[src/rtl/bb3_pkg.sv]
package bb3_pkg;

    localparam int PIX_W      = 8;
    localparam int NCH        = 3;
    localparam int RGB_W      = NCH * PIX_W;
    localparam int TDATA_W    = 24;
    localparam int TUSER_W    = 1;

    localparam int CFG_IDX_W  = 1;
    localparam int CFG_DATA_W = 13;
    localparam int IMG_W_W    = 11;
    localparam int IMG_H_W    = 13;

    localparam logic [IMG_W_W-1:0] WIDTH_RESET  = 11'd640;
    localparam logic [IMG_H_W-1:0] HEIGHT_RESET = 13'd480;

    // register map of the configuration port
    typedef enum logic [CFG_IDX_W-1:0] {
        REG_IMAGE_WIDTH  = 1'b0,
        REG_IMAGE_HEIGHT = 1'b1
    } cfg_reg_t;

    // input item kinds
    localparam logic ACT_PIXEL = 1'b0;
    localparam logic ACT_DRAIN = 1'b1;

    localparam int ROW_SUM_W   = 10;
    localparam int SUM_W       = 12;
    localparam int N_W         = 4;
    localparam int NUM_W       = SUM_W + 1;
    localparam int RECIP_W     = 19;
    localparam int RECIP_SHIFT = 19;
    localparam int PROD_W      = NUM_W + RECIP_W;

    // one window operation, decided when the item is accepted
    typedef struct packed {
        logic             shift;
        logic             emit;
        logic             frame_end;
        logic [2:0]       rmask;
        logic [2:0]       cmask;
        logic [N_W-1:0]   n;
        logic [RGB_W-1:0] px;
    } op_t;

    typedef struct packed {
        logic [NCH-1:0][SUM_W-1:0] chan;
        logic [N_W-1:0]            n;
        logic                      frame_end;
    } sum_t;

    function automatic logic [N_W-1:0] cell_count(input logic [2:0] rm, input logic [2:0] cm);
        logic [N_W-1:0] nr;
        logic [N_W-1:0] nc;
        nr = N_W'(rm[0]) + N_W'(rm[1]) + N_W'(rm[2]);
        nc = N_W'(cm[0]) + N_W'(cm[1]) + N_W'(cm[2]);
        return nr * nc;
    endfunction

    // channel 0 is red, held in the top byte of a packed pixel
    function automatic logic [PIX_W-1:0] chan_of(input logic [RGB_W-1:0] px, input int ch,
                                                 input logic keep);
        logic [PIX_W-1:0] v;
        v = px[(NCH-1-ch)*PIX_W +: PIX_W];
        return keep ? v : '0;
    endfunction

    // ceil(2^18 / n): (2*sum + n) * recip >> 19 gives the rounded mean exactly
    function automatic logic [RECIP_W-1:0] recip(input logic [N_W-1:0] n);
        logic [RECIP_W-1:0] r;
        case (n)
            4'd1:    r = 19'd262144;
            4'd2:    r = 19'd131072;
            4'd3:    r = 19'd87382;
            4'd4:    r = 19'd65536;
            4'd5:    r = 19'd52429;
            4'd6:    r = 19'd43691;
            4'd7:    r = 19'd37450;
            4'd8:    r = 19'd32768;
            4'd9:    r = 19'd29128;
            default: r = '0;
        endcase
        return r;
    endfunction

endpackage

[src/rtl/bb3_norm.sv]
module bb3_norm
    import bb3_pkg::*;
(
    input  logic               clk,
    input  logic               rst_n,
    input  logic               sum_valid,
    input  sum_t               sum,
    output logic               sum_ready,
    output logic               m_tvalid,
    input  logic               m_tready,
    output logic [TDATA_W-1:0] m_tdata,
    output logic               m_tlast
);

    logic               valid_reg;
    logic [TDATA_W-1:0] data_reg;
    logic               last_reg;

    logic [RECIP_W-1:0] rc;
    logic [NUM_W-1:0]   num  [NCH];
    logic [PROD_W-1:0]  prod [NCH];
    logic [TDATA_W-1:0] data_next;

    assign sum_ready = !valid_reg || m_tready;
    assign rc        = recip(sum.n);

    // rounded mean (2*sum + n) / (2*n) by reciprocal multiply
    always_comb
    begin
        data_next = '0;
        for (int ch = 0; ch < NCH; ch++)
        begin
            num[ch]  = {sum.chan[ch], 1'b0} + NUM_W'(sum.n);
            prod[ch] = PROD_W'(num[ch]) * PROD_W'(rc);
            data_next[ch*PIX_W +: PIX_W] = prod[ch][RECIP_SHIFT +: PIX_W];
        end
    end

    always_ff @(posedge clk or negedge rst_n)
    begin
        if (!rst_n)
        begin
            valid_reg <= 1'b0;
        end
        else if (sum_ready)
        begin
            valid_reg <= sum_valid;
        end
    end

    always_ff @(posedge clk)
    begin
        if (sum_valid && sum_ready)
        begin
            data_reg <= data_next;
            last_reg <= sum.frame_end;
        end
    end

    assign m_tvalid = valid_reg;
    assign m_tdata  = data_reg;
    assign m_tlast  = last_reg;

endmodule

[config.mk]
export PLATFORM = sky130hd
export DESIGN_NAME = bb3_norm
export DESIGN_NICKNAME = d
export VERILOG_FILES = /design/src/rtl/bb3_pkg.sv /design/src/rtl/bb3_norm.sv
export SDC_FILE = /design/constraint.sdc
export NUM_CORES = 1
export LEC_CHECK = 0
export ABC_AREA = 1
export BUFFER_PORTS_ARGS = -buffer_cell sky130_fd_sc_hd__buf_2
export CAP_MARGIN = 20
export CORE_MARGIN = 3
export CORE_UTILIZATION = 30
export CTS_BUF_LIST = sky130_fd_sc_hd__clkbuf_2
export DETAILED_ROUTE_END_ITERATION = 10
export SYNTH_ARGS = -nofsm -noshare
export SYNTH_HDL_FRONTEND = slang
export SYNTH_SLANG_ARGS = --single-unit
[constraint.sdc]
create_clock -name clk -period 4.4 [get_ports clk]
set_input_delay 0.66 -clock clk [delete_from_list [all_inputs] [get_ports clk]]
set_output_delay 0.66 -clock clk [all_outputs]
set_load 0.01 [all_outputs]
==> impl_metrics.yaml, run 1 <==
critical_path:
  crit_required_ns: 4.90
  startpoint_type: "input port"
  critPathKind: "in -> reg"
  critPathMaxStageDelay_ns: 0.56
  crit_arrival_ns: 6.23
  worst-path-max-fanout: 4
  end_kind: "flip-flop"
  cp_slowest_cell: "fa_1"
clocking:
  clk_latency_ns: 0.66
  clkSinkCount: 26
  cts_buffers: 3
  htree_levels: 1
  path_clk_slew_ns: 0.51
  cts_tree: "done"
  clock_path_buffers: 2
  cts-root-buf: "clkbuf_2"
timing:
  fmax_mhz: 174
  slew_viol_final: 0
  worst_slew_pin_slew_ns: 0.904
  min_period_ns: 5.73
  setup_tns_ns: -26.33
  finalCritPeriodShare_pct: 130
  slew_headroom_pct: 39.6
  finClkSkew_ns: 0.0461
  rsz0062_at_grt: "yes"
  setup_viol: 24
  worst_slack_ns: -1.33
  hold_viol: 0
  fin_hold_ws_ns: 0.161
final_layout:
  final_cells: 4632
  synthToLayoutAreaGrowth_pct: 45.2
  final_nets: 4415
  final_layout_size_suffix_gt1_share_pct: 36.2
global_route:
  grt_use_met1_pct: 27.1
  antenna_found_initial: 1
  grtUsageMet3_pct: 2.93
  met2_usage_pct: 32.2
  grt_max_degree: 23
  busiest_layer: "met2"
  grt_pass1_wl_um: 121000
  grt-ovfl-total: 0
  grt_pass1_vias: 22200
  grt_usage_pct: 19.8
hold_path:
  hold_class: "in -> reg"
floorplanning:
  die_w_um: 281
  dieArea_um2: 79100
  die_h_um: 281
  num_rows: 100
  coreArea_um2: 74700
  start_util_pct: 30.4
  ios: 72
logic_synthesis:
  syn_inst: 2957
  synth_fp_nets: 3709
  syn_avg_cell_area_um2: 7.68
  ys_warn_count: 0
  synth_top_cell_by_area: "fa_1"
  synth-seq-cells: 26
  yosysUniqueCellTypes: 44
  ys_seq_area_share_pct: 3.41
  synth.area.top_cells: "fa_1 47%, inv_1 14%, nand2_1 12%"
  mappedNetlistArea_um2: 22700
  netlist.area_leader.share_pct: 47.3
drt:
  drc: 0
  drt_iter0_drc: 1541
  wl_per_cell_um: 16.8
  avgViaCountPerCell: 4.60
  totalWireLength_um: 77600
  num_vias: 21300
  antenna_left: 0
  firstDrtPassIters: 6
power:
  p_clk_share_pct: 2.2
  peakVddDrop_mv: 0.343
  switchingPower_mw: 5.62
  power_frac_seq_pct: 4.3
  powerDensity_nw_per_um2: 332
  power_mw: 10.9
  p_int_mw: 5.32
  leakagePower_nw: 16.8
  sw_frac_of_total_pct: 51.4
  comb_power_share_pct: 93.5
placement:
  pre_cts_ws_ns: -2.20
  place_inst: 4518
  portBuffers: 71
  dp_hpwl_um: 65400
  place_congestion: 0.972
outcome:
  outcome: "finished with violations"
  violations: "negative setup slack"
flow_run:
  maxCapViolCount: 0
==> Yosys cell counts <==
cell,count
nor3_1,16
nand2_2,5
a21boi_0,2
a21oi_1,66
fa_1,537
a211oi_1,1
ha_1,170
xnor2_1,5
a31oi_1,5
a21o_1,10
o211ai_1,2
buf_1,3
edfxtp_1,25
buf_2,2
nand2_1,697
inv_2,7
nand3_1,79
nand4_1,28
nand3b_1,2
nor3_2,2
dfrtp_1,1
xor2_1,20
o21a_1,5
buf_4,1
nor2_4,4
o21ai_2,2
clkinv_1,11
o221ai_1,1
a221oi_1,1
nor3b_1,1
or2_1,1
o22ai_1,1
a21oi_2,2
o21bai_1,9
nor2_1,289
o31ai_1,2
o21ai_0,32
buf_6,1
clkbuf_1,59
inv_1,834
o21ai_1,2
nor4_1,8
nor2_2,3
or2_2,3
==> power groups by stage <==
stage          logic, mW  clock network, mW  registers, mW
6_report            10.2              0.246          0.467
5_1_grt             11.3              0.265          0.476
4_1_cts             9.35              0.261          0.469
3_5_place_dp        8.43                  0          0.476
3_3_place_gp        8.35                  0          0.476
2_1_floorplan       5.18                  0          0.525
==> sequential cells by signal, indices dropped and copies added (netlist names) <==
signal / count
m_tdata: 24
m_tlast: 1
m_tvalid: 1
==> routing by layer <==
layer | vias up | share of wire (%)
met5 | - | 0
met4 | 0 | 4.1
met3 | 147 | 7.6
met2 | 769 | 46
met1 | 10500 | 43
li1 | 9958 | -
==> timing repair <==
action,CTS,global route
gates resized for setup,305,214
setup endpoints to repair,24,24
gates cloned,1,3
buffers inserted,78,37
pin swaps,189,190
hold buffers,1,0
endpoints found under the hold margin,1,0
==> metrics by stage <==
| stage | util [%] | area (µm²) |
|---|---|---|
| after floorplan | - | 24200 |
| after global placement | 40.4 | 30200 |
| after detailed placement | 40.4 | 30200 |
| after CTS | 42.7 | 31900 |
| after global routing | 44.2 | 33000 |
| final | 44.2 | 33000 |
==> worst paths after layout <==
| check | startpoint | endpoint | slack (ns) | cells past startpoint |
|---|---|---|---|---|
| hold / removal | sum[0] | m_tlast | 0.16 | 1 |
| setup / recovery | sum[2] | m_tdata[14] | -1.33 | 30 |
| min in group asynchronous | rst_n | m_tvalid | 0.24 | 2 |
| setup reg to reg | m_tvalid | m_tdata[15] | 2.47 | 2 |
| max in group asynchronous | rst_n | m_tvalid | 4.09 | 2 |
| hold reg to reg | m_tvalid | m_tvalid | 0.61 | 2 |
==> cells in the final DEF, fill, tap and decap left out, types with 6 or more instances in the layout <==
cell,netlist,routed
a21o_1,10,10
a21oi_1,66,23
a21oi_2,2,30
a21oi_4,0,15
buf_12,0,46
buf_2,2,64
buf_4,1,584
buf_6,1,65
edfxtp_1,25,25
fa_1,537,495
fa_2,0,42
ha_1,170,108
ha_4,0,61
inv_1,834,738
inv_2,7,88
inv_4,0,8
nand2_1,697,562
nand2_2,5,92
nand2_4,0,41
nand2_8,0,7
nand3_1,79,58
nand3_2,0,15
nand3_4,0,6
nand4_1,28,28
nor2_1,289,214
nor2_2,3,51
nor2_4,4,31
nor3_1,16,7
nor3_4,0,6
o21ai_0,32,13
o21ai_1,2,13
o21ai_4,0,6
xor2_1,20,15
==> kinds of logic after synthesis <==
family | Yosys count | synth area share [%]
AOI/OAI and AO/OA | 143 | 3.62
buffers and inverters | 918 | 15.2
adders and majority gates | 707 | 56.7
and+or+nand+nor | 1138 | 20.1
DFF | 26 | 3.41
xor gates and xnor gates | 25 | 0.964
==> final cells by class <==
type	instances	area (µm²)
clock buffers	3	15.0
clock inverters	1	30.0
multi-input cells	2013	21100
repair buffers	765	6460
inverters	852	3310
fillers	7142	41700
flip-flops and latches	26	776
diodes	1	2.50
well taps	969	1210
repair inverters	2	27.5
==> critical path: cells and delay by family <==
family | cells | cell delay [ns]
fa+ha+maj | 8 | 3.39
simple gates | 9 | 0.88
compound gates | 3 | 0.45
buf+inv | 10 | 0.83
Note: power is estimated with default switching activity, not from simulation.
==> run 2, diff against run 1 <==
--- a/config.mk
+++ b/config.mk
@@ -8,6 +8,7 @@
 export ABC_AREA = 1
 export BUFFER_PORTS_ARGS = -buffer_cell sky130_fd_sc_hd__buf_2
 export CAP_MARGIN = 20
+export CORE_ASPECT_RATIO = 2
 export CORE_MARGIN = 3
 export CORE_UTILIZATION = 30
 export CTS_BUF_LIST = sky130_fd_sc_hd__clkbuf_2
==> run 2 against run 1 <==
Compared with the run above: the run still ends with negative setup slack left; worst setup slack better by 0.021 ns; die area grew 0.25%; sequential power about the same; final cell count increased by 1.4%; via count rose by 4.3%; power increased by 3.8%; register-to-register slack better by 0.18 ns; combinational power up 4%; utilization up 0.27 points; critical path type unchanged.
==> impl_metrics.yaml, run 2 (same netlist as run 1, synthesis figures left out) <==
global_route:
  grt_usage_pct: 23.5
  grt_max_degree: 20
  grt_pass1_vias: 25100
  antenna_found_initial: 3
  grt_pass1_wl_um: 140000
  grt-ovfl-total: 0
final_layout:
  final_cells: 4697
  layout_commonest_cell: "inv_1"
  final_nets: 4441
  synthToLayoutAreaGrowth_pct: 46.6
  final_layout_size_suffix_gt1_share_pct: 36.8
  largest_reg_flops: 24
  final_cell_mix: "744 x inv_1, 605 x buf_4, 556 x nand2_1, 486 x fa_1, 215 x nor2_1"
clocking:
  clk_latency_ns: 0.72
  clock_path_buffers: 2
  cts_buffers: 3
  cts_tree: "done"
  htree_levels: 1
  path_clk_slew_ns: 0.58
  cts-root-buf: "clkbuf_2"
  clkSinkCount: 26
timing:
  hold_viol: 0
  fin_hold_ws_ns: 0.0538
  worst_slack_ns: -1.31
  rsz0062_at_grt: "yes"
  finClkSkew_ns: 0.0246
  worst_slew_pin_slew_ns: 1.16
  slew_headroom_pct: 22.2
  slew_viol_final: 0
  setup_tns_ns: -28.10
  min_period_ns: 5.71
  setup_viol: 24
  finalCritPeriodShare_pct: 130
  fmax_mhz: 175
placement:
  place_inst: 4543
  portBuffers: 71
  dp_hpwl_um: 79900
  pre_cts_ws_ns: -2.50
  place_congestion: 1.03
drt:
  avgViaCountPerCell: 4.73
  wl_per_cell_um: 19.7
  drc: 0
  drt_iter0_drc: 962
  antenna_left: 0
  num_vias: 22200
  totalWireLength_um: 92700
  firstDrtPassIters: 5
flow_run:
  maxCapViolCount: 0
outcome:
  outcome: "finished with violations"
  violations: "negative setup slack"
critical_path:
  cpMostUsedCell: "inv_2"
  crit_arrival_ns: 6.29
  startpoint_type: "input port"
  worst-path-max-fanout: 7
  cp_slowest_cell: "fa_1"
  crit_required_ns: 4.98
  critPathMaxStageDelay_ns: 0.56
  critPathKind: "in -> reg"
  end_kind: "flip-flop"
floorplanning:
  coreArea_um2: 75000
  die_h_um: 395
  ios: 72
  num_rows: 142
  start_util_pct: 30.3
  dieArea_um2: 79300
  die_w_um: 201
power:
  peakVddDrop_mv: 0.282
  powerDensity_nw_per_um2: 341
  power_mw: 11.4
  leakagePower_nw: 16.9
hold_path:
  hold_class: "in -> reg"
## run 2: critical path, delay by kind of cell
kind / cells / cell delay [ns]
buffers and inverters: 12 / 0.94
AO/OA/AOI/OAI: 2 / 0.19
adder cells (fa/ha/maj): 8 / 3.41
AND/OR/NAND/NOR: 14 / 1.09
## run 2: final timing paths
path / startpoint / to / slack [ns] / depth (start not counted)
max in group asynchronous: rst_n / m_tvalid / 4.22 / 2
hold / removal: sum[0] / m_tlast / 0.05 / 1
setup / recovery: sum[2] / m_tdata[7] / -1.31 / 36
hold reg to reg: m_tvalid / m_tvalid / 0.61 / 2
min in group asynchronous: rst_n / m_tvalid / 0.11 / 2
setup reg to reg: m_tvalid / m_tdata[4] / 2.65 / 2
## run 2: what timing repair did
item	CTS	global route
endpoints found under the setup margin	24	24
gates cloned	4	1
buffers inserted	110	42
pin swaps	219	173
hold endpoints to repair	1	0
hold buffers	1	0
gates resized for setup	371	194
## run 2: area by class of cell
type	count	area (µm²)
clock inverters	1	30.0
multi-input cells	2013	21300
repair buffers	791	6630
well taps	1008	1260
diodes	1	2.50
fillers	7486	41700
clock buffers	3	15.0
inverters	852	3310
repair inverters	2	16.3
flip-flops and latches	26	776
## run 2: report_power, final
part / internal (mW) / leakage, nW / total [mW] / switching, mW
logic: 4.93 / 16.6 / 10.6 / 5.69
registers: 0.443 / 0.251 / 0.468 / 0.0246
clock network: 0.0787 / 0.0266 / 0.260 / 0.181
## run 2: metal layers
layer  GRT usage [%]  share of wire [%]  vias to the layer above  routed length [µm]
met4            24.1                 13                        4               12400
li1                -                  -                     9991                   -
met3            2.13                3.6                      476                3300
met5               0              0.037                        -                  34
met1            20.1                 29                    10900               26800
met2            45.2                 54                      824               50200
## run 2: metrics by stage
step                instance area, µm²  utilization, %
CTS                              32300            43.1
global placement                 30000            40.0
finish                           33300            44.4
detailed placement               30000            40.0
floorplan                        24200               -
global route                     33300            44.4
