$ cat src/rtl/bb3_pkg.sv
package bb3_pkg;

    localparam int PIX_W      = 8;
    localparam int NCH        = 3;
    localparam int RGB_W      = NCH * PIX_W;
    localparam int TDATA_W    = 24;
    localparam int TUSER_W    = 1;

    localparam int CFG_IDX_W  = 1;
    localparam int CFG_DATA_W = 13;
    localparam int IMG_W_W    = 11;
    localparam int IMG_H_W    = 13;

    localparam logic [IMG_W_W-1:0] WIDTH_RESET  = 11'd640;
    localparam logic [IMG_H_W-1:0] HEIGHT_RESET = 13'd480;

    // register map of the configuration port
    typedef enum logic [CFG_IDX_W-1:0] {
        REG_IMAGE_WIDTH  = 1'b0,
        REG_IMAGE_HEIGHT = 1'b1
    } cfg_reg_t;

    // input item kinds
    localparam logic ACT_PIXEL = 1'b0;
    localparam logic ACT_DRAIN = 1'b1;

    localparam int ROW_SUM_W   = 10;
    localparam int SUM_W       = 12;
    localparam int N_W         = 4;
    localparam int NUM_W       = SUM_W + 1;
    localparam int RECIP_W     = 19;
    localparam int RECIP_SHIFT = 19;
    localparam int PROD_W      = NUM_W + RECIP_W;

    // one window operation, decided when the item is accepted
    typedef struct packed {
        logic             shift;
        logic             emit;
        logic             frame_end;
        logic [2:0]       rmask;
        logic [2:0]       cmask;
        logic [N_W-1:0]   n;
        logic [RGB_W-1:0] px;
    } op_t;

    typedef struct packed {
        logic [NCH-1:0][SUM_W-1:0] chan;
        logic [N_W-1:0]            n;
        logic                      frame_end;
    } sum_t;

    function automatic logic [N_W-1:0] cell_count(input logic [2:0] rm, input logic [2:0] cm);
        logic [N_W-1:0] nr;
        logic [N_W-1:0] nc;
        nr = N_W'(rm[0]) + N_W'(rm[1]) + N_W'(rm[2]);
        nc = N_W'(cm[0]) + N_W'(cm[1]) + N_W'(cm[2]);
        return nr * nc;
    endfunction

    // channel 0 is red, held in the top byte of a packed pixel
    function automatic logic [PIX_W-1:0] chan_of(input logic [RGB_W-1:0] px, input int ch,
                                                 input logic keep);
        logic [PIX_W-1:0] v;
        v = px[(NCH-1-ch)*PIX_W +: PIX_W];
        return keep ? v : '0;
    endfunction

    // ceil(2^18 / n): (2*sum + n) * recip >> 19 gives the rounded mean exactly
    function automatic logic [RECIP_W-1:0] recip(input logic [N_W-1:0] n);
        logic [RECIP_W-1:0] r;
        case (n)
            4'd1:    r = 19'd262144;
            4'd2:    r = 19'd131072;
            4'd3:    r = 19'd87382;
            4'd4:    r = 19'd65536;
            4'd5:    r = 19'd52429;
            4'd6:    r = 19'd43691;
            4'd7:    r = 19'd37450;
            4'd8:    r = 19'd32768;
            4'd9:    r = 19'd29128;
            default: r = '0;
        endcase
        return r;
    endfunction

endpackage

$ cat src/rtl/bb3_ctrl.sv
module bb3_ctrl
    import bb3_pkg::*;
#(
    parameter int MAX_WIDTH  = 1024,
    parameter int MAX_HEIGHT = 4096
)
(
    input  logic                         clk,
    input  logic                         rst_n,
    input  logic                         cfg_we,
    input  logic [CFG_IDX_W-1:0]         cfg_index,
    input  logic [CFG_DATA_W-1:0]        cfg_data,
    input  logic                         accept,
    input  logic                         action,
    input  logic [RGB_W-1:0]             pixel,
    output logic                         op_valid,
    output op_t                          op,
    output logic [$clog2(MAX_WIDTH)-1:0] op_addr
);

    localparam int COL_W = $clog2(MAX_WIDTH);
    localparam int EW    = $clog2(MAX_WIDTH + 1);
    localparam int ROW_W = $clog2(MAX_HEIGHT);
    localparam int EH    = $clog2(MAX_HEIGHT + 1);

    logic [IMG_W_W-1:0] width_reg;
    logic [IMG_H_W-1:0] height_reg;
    logic [COL_W-1:0]   col_reg;
    logic [COL_W-1:0]   col_next;
    logic [ROW_W-1:0]   row_reg;
    logic [ROW_W-1:0]   row_next;
    logic [EW-1:0]      drain_reg;
    logic [EW-1:0]      drain_next;
    logic               draining_reg;
    logic               draining_next;
    logic [EW-1:0]      eff_w;
    logic [EH-1:0]      eff_h;

    // out-of-range sizes clamp to 1 and to the buffer limits
    always_comb
    begin
        if (width_reg == '0)
            eff_w = EW'(1);
        else if (32'(width_reg) > 32'(MAX_WIDTH))
            eff_w = EW'(MAX_WIDTH);
        else
            eff_w = EW'(width_reg);

        if (height_reg == '0)
            eff_h = EH'(1);
        else if (32'(height_reg) > 32'(MAX_HEIGHT))
            eff_h = EH'(MAX_HEIGHT);
        else
            eff_h = EH'(height_reg);
    end

    // mask bit 0 is the top row / left column of the neighborhood
    always_comb
    begin
        op            = '0;
        op_addr       = '0;
        col_next      = col_reg;
        row_next      = row_reg;
        drain_next    = drain_reg;
        draining_next = draining_reg;

        if (!draining_reg)
        begin
            if (action == ACT_PIXEL)
            begin
                op.shift = 1'b1;
                op.px    = pixel;
                op_addr  = col_reg;
                if (col_reg == '0)
                begin
                    // first column closes the last pixel of output row row_reg - 2
                    op.emit  = (row_reg >= ROW_W'(2));
                    op.rmask = {1'b1, 1'b1, row_reg >= ROW_W'(3)};
                    op.cmask = {1'b0, 1'b1, eff_w >= EW'(2)};
                end
                else
                begin
                    op.emit  = (row_reg >= ROW_W'(1));
                    op.rmask = {1'b1, 1'b1, row_reg >= ROW_W'(2)};
                    op.cmask = {1'b1, 1'b1, col_reg >= COL_W'(2)};
                end

                if (EW'(col_reg) + EW'(1) >= eff_w)
                begin
                    col_next = '0;
                    if (EH'(row_reg) + EH'(1) >= eff_h)
                    begin
                        row_next      = '0;
                        drain_next    = '0;
                        draining_next = 1'b1;
                    end
                    else
                    begin
                        row_next = row_reg + ROW_W'(1);
                    end
                end
                else
                begin
                    col_next = col_reg + COL_W'(1);
                end
            end
        end
        else if (drain_reg >= eff_w)
        begin
            // last pixel of the frame, no shift
            op.emit       = 1'b1;
            op.frame_end  = 1'b1;
            op.rmask      = {1'b0, 1'b1, eff_h >= EH'(2)};
            op.cmask      = {1'b0, 1'b1, eff_w >= EW'(2)};
            col_next      = '0;
            row_next      = '0;
            drain_next    = '0;
            draining_next = 1'b0;
        end
        else if (drain_reg == '0)
        begin
            op.shift   = 1'b1;
            op.emit    = (eff_h >= EH'(2));
            op.rmask   = {1'b1, 1'b1, eff_h >= EH'(3)};
            op.cmask   = {1'b0, 1'b1, eff_w >= EW'(2)};
            drain_next = drain_reg + EW'(1);
        end
        else
        begin
            op.shift   = 1'b1;
            op.emit    = 1'b1;
            op_addr    = drain_reg[COL_W-1:0];
            op.rmask   = {1'b0, 1'b1, eff_h >= EH'(2)};
            op.cmask   = {1'b1, 1'b1, drain_reg >= EW'(2)};
            drain_next = drain_reg + EW'(1);
        end

        op.n = cell_count(op.rmask, op.cmask);
    end

    assign op_valid = accept && (op.shift || op.emit);

    always_ff @(posedge clk or negedge rst_n)
    begin
        if (!rst_n)
        begin
            width_reg    <= WIDTH_RESET;
            height_reg   <= HEIGHT_RESET;
            col_reg      <= '0;
            row_reg      <= '0;
            drain_reg    <= '0;
            draining_reg <= 1'b0;
        end
        else if (cfg_we)
        begin
            // any write restarts the stream
            case (cfg_index)
                REG_IMAGE_WIDTH:  width_reg  <= cfg_data[IMG_W_W-1:0];
                REG_IMAGE_HEIGHT: height_reg <= cfg_data[IMG_H_W-1:0];
                default:          ;
            endcase
            col_reg      <= '0;
            row_reg      <= '0;
            drain_reg    <= '0;
            draining_reg <= 1'b0;
        end
        else if (accept)
        begin
            col_reg      <= col_next;
            row_reg      <= row_next;
            drain_reg    <= drain_next;
            draining_reg <= draining_next;
        end
    end

endmodule

$ cat config.mk
export PLATFORM = sky130hd
export DESIGN_NAME = bb3_ctrl
export DESIGN_NICKNAME = d
export VERILOG_FILES = /design/src/rtl/bb3_pkg.sv /design/src/rtl/bb3_ctrl.sv
export SDC_FILE = /design/constraint.sdc
export NUM_CORES = 1
export LEC_CHECK = 0
export BUFFER_PORTS_ARGS = -buffer_cell sky130_fd_sc_hd__buf_2
export CAP_MARGIN = 40
export CORE_MARGIN = 5
export CORE_UTILIZATION = 45
export DETAILED_ROUTE_END_ITERATION = 16
export PLACE_DENSITY = 0.73
export SYNTH_ARGS = -nofsm -noshare
export SYNTH_HDL_FRONTEND = slang
export SYNTH_SLANG_ARGS = --single-unit
$ cat constraint.sdc
create_clock -name clk -period 5 [get_ports clk]
set_input_delay 1 -clock clk [delete_from_list [all_inputs] [get_ports clk]]
set_output_delay 1 -clock clk [all_outputs]
set_load 0.02 [all_outputs]
==> results by stage <==
Worst setup path:
- The worst register-to-register path has a setup slack of 1160 ps.
- The launching point of the worst reg2reg path is height_reg[2]$_DFFE_PN0P_.
- The largest individual stage delay along the critical path comes from the cell sky130_fd_sc_hd__fa_1.
- Following the worst setup path forward leads to its endpoint at op[26].
- The worst reg2reg path endpoint is drain_reg[0]$_DFFE_PN0P_.
- The timing startpoint of the critical path is width_reg[6]$_DFFE_PN0P_.
- For the worst setup path, the data arrival time is 3950 ps.
- By instance count, the cell type seen most on the critical path is sky130_fd_sc_hd__a21oi_2.
- The kind of capture point of the worst setup path is an output port.
- Traced cell by cell, the critical path runs through nor4_2 -> nand3_1 -> a21oi_2 -> ha_1 -> nand2b_4 -> a211o_1 -> a21oi_2 -> o21ai_2 -> o21a_1 -> o31a_1 -> fa_1 -> nor2_2 -> ha_2 -> ha_4 -> buf_6.
- In this design, the stage delay of the slowest critical-path cell is 590 ps.
- Data on the critical path is required at its endpoint by 4000 ps.
- The worst setup path is launched from a flop.
- The critical setup path kind is flop to output port.
- The largest driver fanout on the critical path is 3.
- The count of cells along the worst register-to-register path is 11.

Outcome:
- The run finished with clean final reports.

Cells and area:
- The antenna diode count is 0.
- The proportion of layout cells with a drive suffix above 1 is 30.1%.
- The count of cells in the finished layout, fillers not included, comes to 740.
- The sequential cells in the finished layout cover a total of 0.00146 sq mm.
- With fillers left out, the area of the finished cells amounts to 0.00547 sq mm.
- The register with the most flip-flops in the layout has 13 of them.
- The layout-stage area growth over the synthesis result is 21.1%.
- At the end of the flow, the number of nets in the layout was 694.
- The layout has 893 filler cells.
- In the final layout, the multi-input gates occupy 0.00297 sq mm.

Floorplan:
- The number of placement rows is 36.
- The floorplan die height is 110 um.
- The die covers 0.0121 sq mm.
- The die span in x is 110 um.
- Pin placement for this block handled 91 I/O pins.
- The area of the core is 0.00977 sq mm.
- The initial core utilization is 46.2%.

Placement:
- The congestion estimate from routability-driven global placement came to 0.909.
- Once placement completed, the tool counted placed cells totaling 711.
- The number of buffer cells added on primary ports is 90.
- The placement-stage cell area is 0.00508 sq mm.
- The wire-length estimate of the detail-placed layout is 9410 um.

CTS:
- TritonCTS built the clock tree.
- The number of buffers created by CTS is 9.
- The maximum count of clock buffers along a single path is 2.
- The clock reaches the later pin of the worst-skew pair after 340 ps.
- The clock transition at the registers of the reported paths is 70 ps.
- After clock tree synthesis, the flow added hold-fix buffers numbering 0.
- Clock tree synthesis found a total of 58 sinks.
- CTS built an H-tree with a depth of 3.
- Clock tree synthesis selected as its root buffer the cell sky130_fd_sc_hd__clkbuf_8.

Power:
- The peak supply drop is 0.180 mV.
- The net switching power of the design is 0.000422 W.
- Power comes to 0.00132 W.
- The proportion of power drawn by the clock network is 34.3%.
- Per report_power, the sequential group accounts for 40.7% of the total.
- Combinational cells account for 25.0% of the total power.
- The total leakage power is 2.66 nW.
- In this run the power density over the cells is 242 mW/mm^2.
- Cell internal power was estimated by the tool at 0.000899 W.
- Net switching is 31.9% of the power.

STA:
- For the pin with the worst max-slew slack, the measured transition is 808 ps.
- After layout, the worst path uses 99.1% of the clock period.
- Between clock sinks in the finished design, the worst skew comes to 6.18 ps.
- The final number of hold-violating endpoints was 0.
- The clock period could shrink to 4950 ps.
- Final hold analysis gives a worst-case slack of 551 ps.
- The final setup violation count is 0.
- The total negative setup slack is 0 ps.
- The maximum operating frequency is 202 MHz.
- The final number of max-transition violations is 0.
- The worst relative slew slack is 45.9%.
- Setup repair after global routing could not meet its margin everywhere.

Yosys:
- Summing every instance area after synthesis gives 0.00452 sq mm.
- The synthesized design contains 0 enable-type register cells.
- For this run, the leading register cell type out of synthesis is sky130_fd_sc_hd__dfrtp_1.
- Each instance of the synthesized netlist takes up on average 9.00 sq um.
- The number of unique standard cell types used by synthesis is 61.
- The cell type with the highest aggregate area in the netlist is sky130_fd_sc_hd__dfrtp_1.
- After synthesis, the most frequently instantiated cells are sky130_fd_sc_hd__dfrtp_1 (52), sky130_fd_sc_hd__nand2_1 (50), sky130_fd_sc_hd__nor2_1 (49), sky130_fd_sc_hd__ha_1 (47), sky130_fd_sc_hd__and2_1 (26).
- The synthesis-stage register bit count is 58.
- Of the synthesized area, sequential elements account for 32.3%.
- Of the post-synthesis cell area, the dominant cell type holds 28.8%.
- The fraction of registers with async set or reset after synthesis is 100%.
- The post-synthesis cell count is 502.
- The synthesized net count is 594.
- In the post-synthesis netlist, the biggest area contributors are sky130_fd_sc_hd__dfrtp_1 (29%), sky130_fd_sc_hd__ha_1 (13%), sky130_fd_sc_hd__mux2_2 (5.5%).
- The synthesis warning total is 0.
- By instance count, the leading cell after synthesis is sky130_fd_sc_hd__dfrtp_1.

Routing:
- The final wirelength is 12300 um.
- In this run the remaining antenna-violating nets after routing total 0.
- The total vias in the final route is 4150.
- The first-iteration detailed-routing DRC count is 279.
- For this run, the detailed router's first-pass iteration total came to 4.
- The mean number of vias per cell is 5.61.
- The total DRC errors in the routed layout is 0.
- The detailed-route wire length per cell is 16.6 um.

GRT:
- The total congestion overflow after global routing is 0.
- The initial antenna violation count is 0.
- Global routing used 20.5% of the available tracks.
- The first-pass GRT wire length is 19600 um.
- The via count of the first global-routing pass is 4060.
- The maximum number of pins on one net before global-route repair is 59.

Run:
- Across the run, the number of max-cap violations was 0.

Min path:
- The path category of the worst min-delay check is flop to flop.
## worst min path at each step
| stage | start | endpoint | cells after the start |
|---|---|---|---|
| floorplan | height_reg[10]$_DFFE_PN0P_ | height_reg[10]$_DFFE_PN0P_ | 1 |
| global placement | width_reg[6]$_DFFE_PN0P_ | width_reg[6]$_DFFE_PN0P_ | 1 |
| detailed placement | height_reg[11]$_DFFE_PN0P_ | height_reg[11]$_DFFE_PN0P_ | 1 |
| CTS | height_reg[2]$_DFFE_PN0P_ | height_reg[2]$_DFFE_PN0P_ | 1 |
| global route | height_reg[2]$_DFFE_PN0P_ | height_reg[2]$_DFFE_PN0P_ | 1 |
| finish | height_reg[11]$_DFFE_PN0P_ | height_reg[11]$_DFFE_PN0P_ | 1 |
## what timing repair did
action,CTS,global route
gates resized for setup,13,8
hold endpoints to repair,0,0
endpoints found under the setup margin,3,3
setup buffers,8,6
pin swaps,17,12
## area by class of cell
| class | instances | area share [%] |
|---|---|---|
| tap | 133 | 3.04 |
| clock inverter | 5 | 0.961 |
| sequential | 58 | 26.7 |
| clock buffer | 11 | 2.77 |
| timing repair buffer | 109 | 11.1 |
| multi-input combinational | 407 | 54.2 |
| inverter | 17 | 1.17 |
## through the flow
stage                     setup slack [ps]  utilization, %
after floorplan                        254               -
after detailed placement              53.6            52.0
after CTS                             48.3            55.1
after global placement                 158            51.9
after global routing                  -138            55.9
final                                 46.2            55.9
## worst max-delay path, delay by kind of cell (launching register included)
kind / cells / cell delay (ps)
buffers and inverters: 1 / 100
AND/OR/NAND/NOR: 4 / 610
AO/OA/AOI/OAI: 6 / 1220
flip-flops: 1 / 390
adder cells (fa/ha/maj): 4 / 1290
## power groups by stage
stage	logic, W	registers [W]	clock network (W)
finish	0.000330	0.000538	0.000453
global route	0.000366	0.000542	0.000482
global placement	0.000288	0.000541	0
detailed placement	0.000297	0.000544	0
CTS	0.000314	0.000535	0.000459
floorplan	0.000211	0.000532	0
## cell usage in the layout, fill, tap and decap left out, types with 6 or more instances in the layout
| master | count |
|---|---|
| sky130_fd_sc_hd__a22o_1 | 18 |
| sky130_fd_sc_hd__nand2b_1 | 6 |
| sky130_fd_sc_hd__nor4_1 | 6 |
| sky130_fd_sc_hd__nor3_1 | 12 |
| sky130_fd_sc_hd__dfstp_2 | 6 |
| sky130_fd_sc_hd__mux2_2 | 22 |
| sky130_fd_sc_hd__buf_2 | 87 |
| sky130_fd_sc_hd__buf_4 | 20 |
| sky130_fd_sc_hd__xor2_1 | 7 |
| sky130_fd_sc_hd__dfrtp_1 | 52 |
| sky130_fd_sc_hd__a211oi_1 | 6 |
| sky130_fd_sc_hd__nand3_1 | 25 |
| sky130_fd_sc_hd__a21oi_1 | 13 |
| sky130_fd_sc_hd__xnor2_1 | 17 |
| sky130_fd_sc_hd__and3_1 | 9 |
| sky130_fd_sc_hd__o21ai_0 | 23 |
| sky130_fd_sc_hd__nand2_1 | 50 |
| sky130_fd_sc_hd__ha_1 | 45 |
| sky130_fd_sc_hd__and2_1 | 26 |
| sky130_fd_sc_hd__clkbuf_8 | 11 |
| sky130_fd_sc_hd__inv_1 | 16 |
| sky130_fd_sc_hd__nor2_1 | 47 |
## layer usage
layer  vias to the layer above  routed length, um  track usage [%]
met5                         -                  0                0
met4                         0                182             6.68
met3                        16                861             3.38
met2                       157               5580             33.6
met1                      1985               5660             27.7
li1                       1992                  -                -
## cells by family (layout without fill, tap and decap cells)
logic type               count (synthesis)  in the layout  synth area share, %
multiplexers                            24             24                 6.04
buffers and inverters                   37            142                 3.60
AND/OR/NAND/NOR                        214            214                 24.1
AO/OA/AOI/OAI                           96             96                 15.4
flip-flops                              58             58                 32.3
adder cells (fa/ha/maj)                 49             49                 13.9
XOR/XNOR                                24             24                 4.65
(Power assumes the default switching activity.)
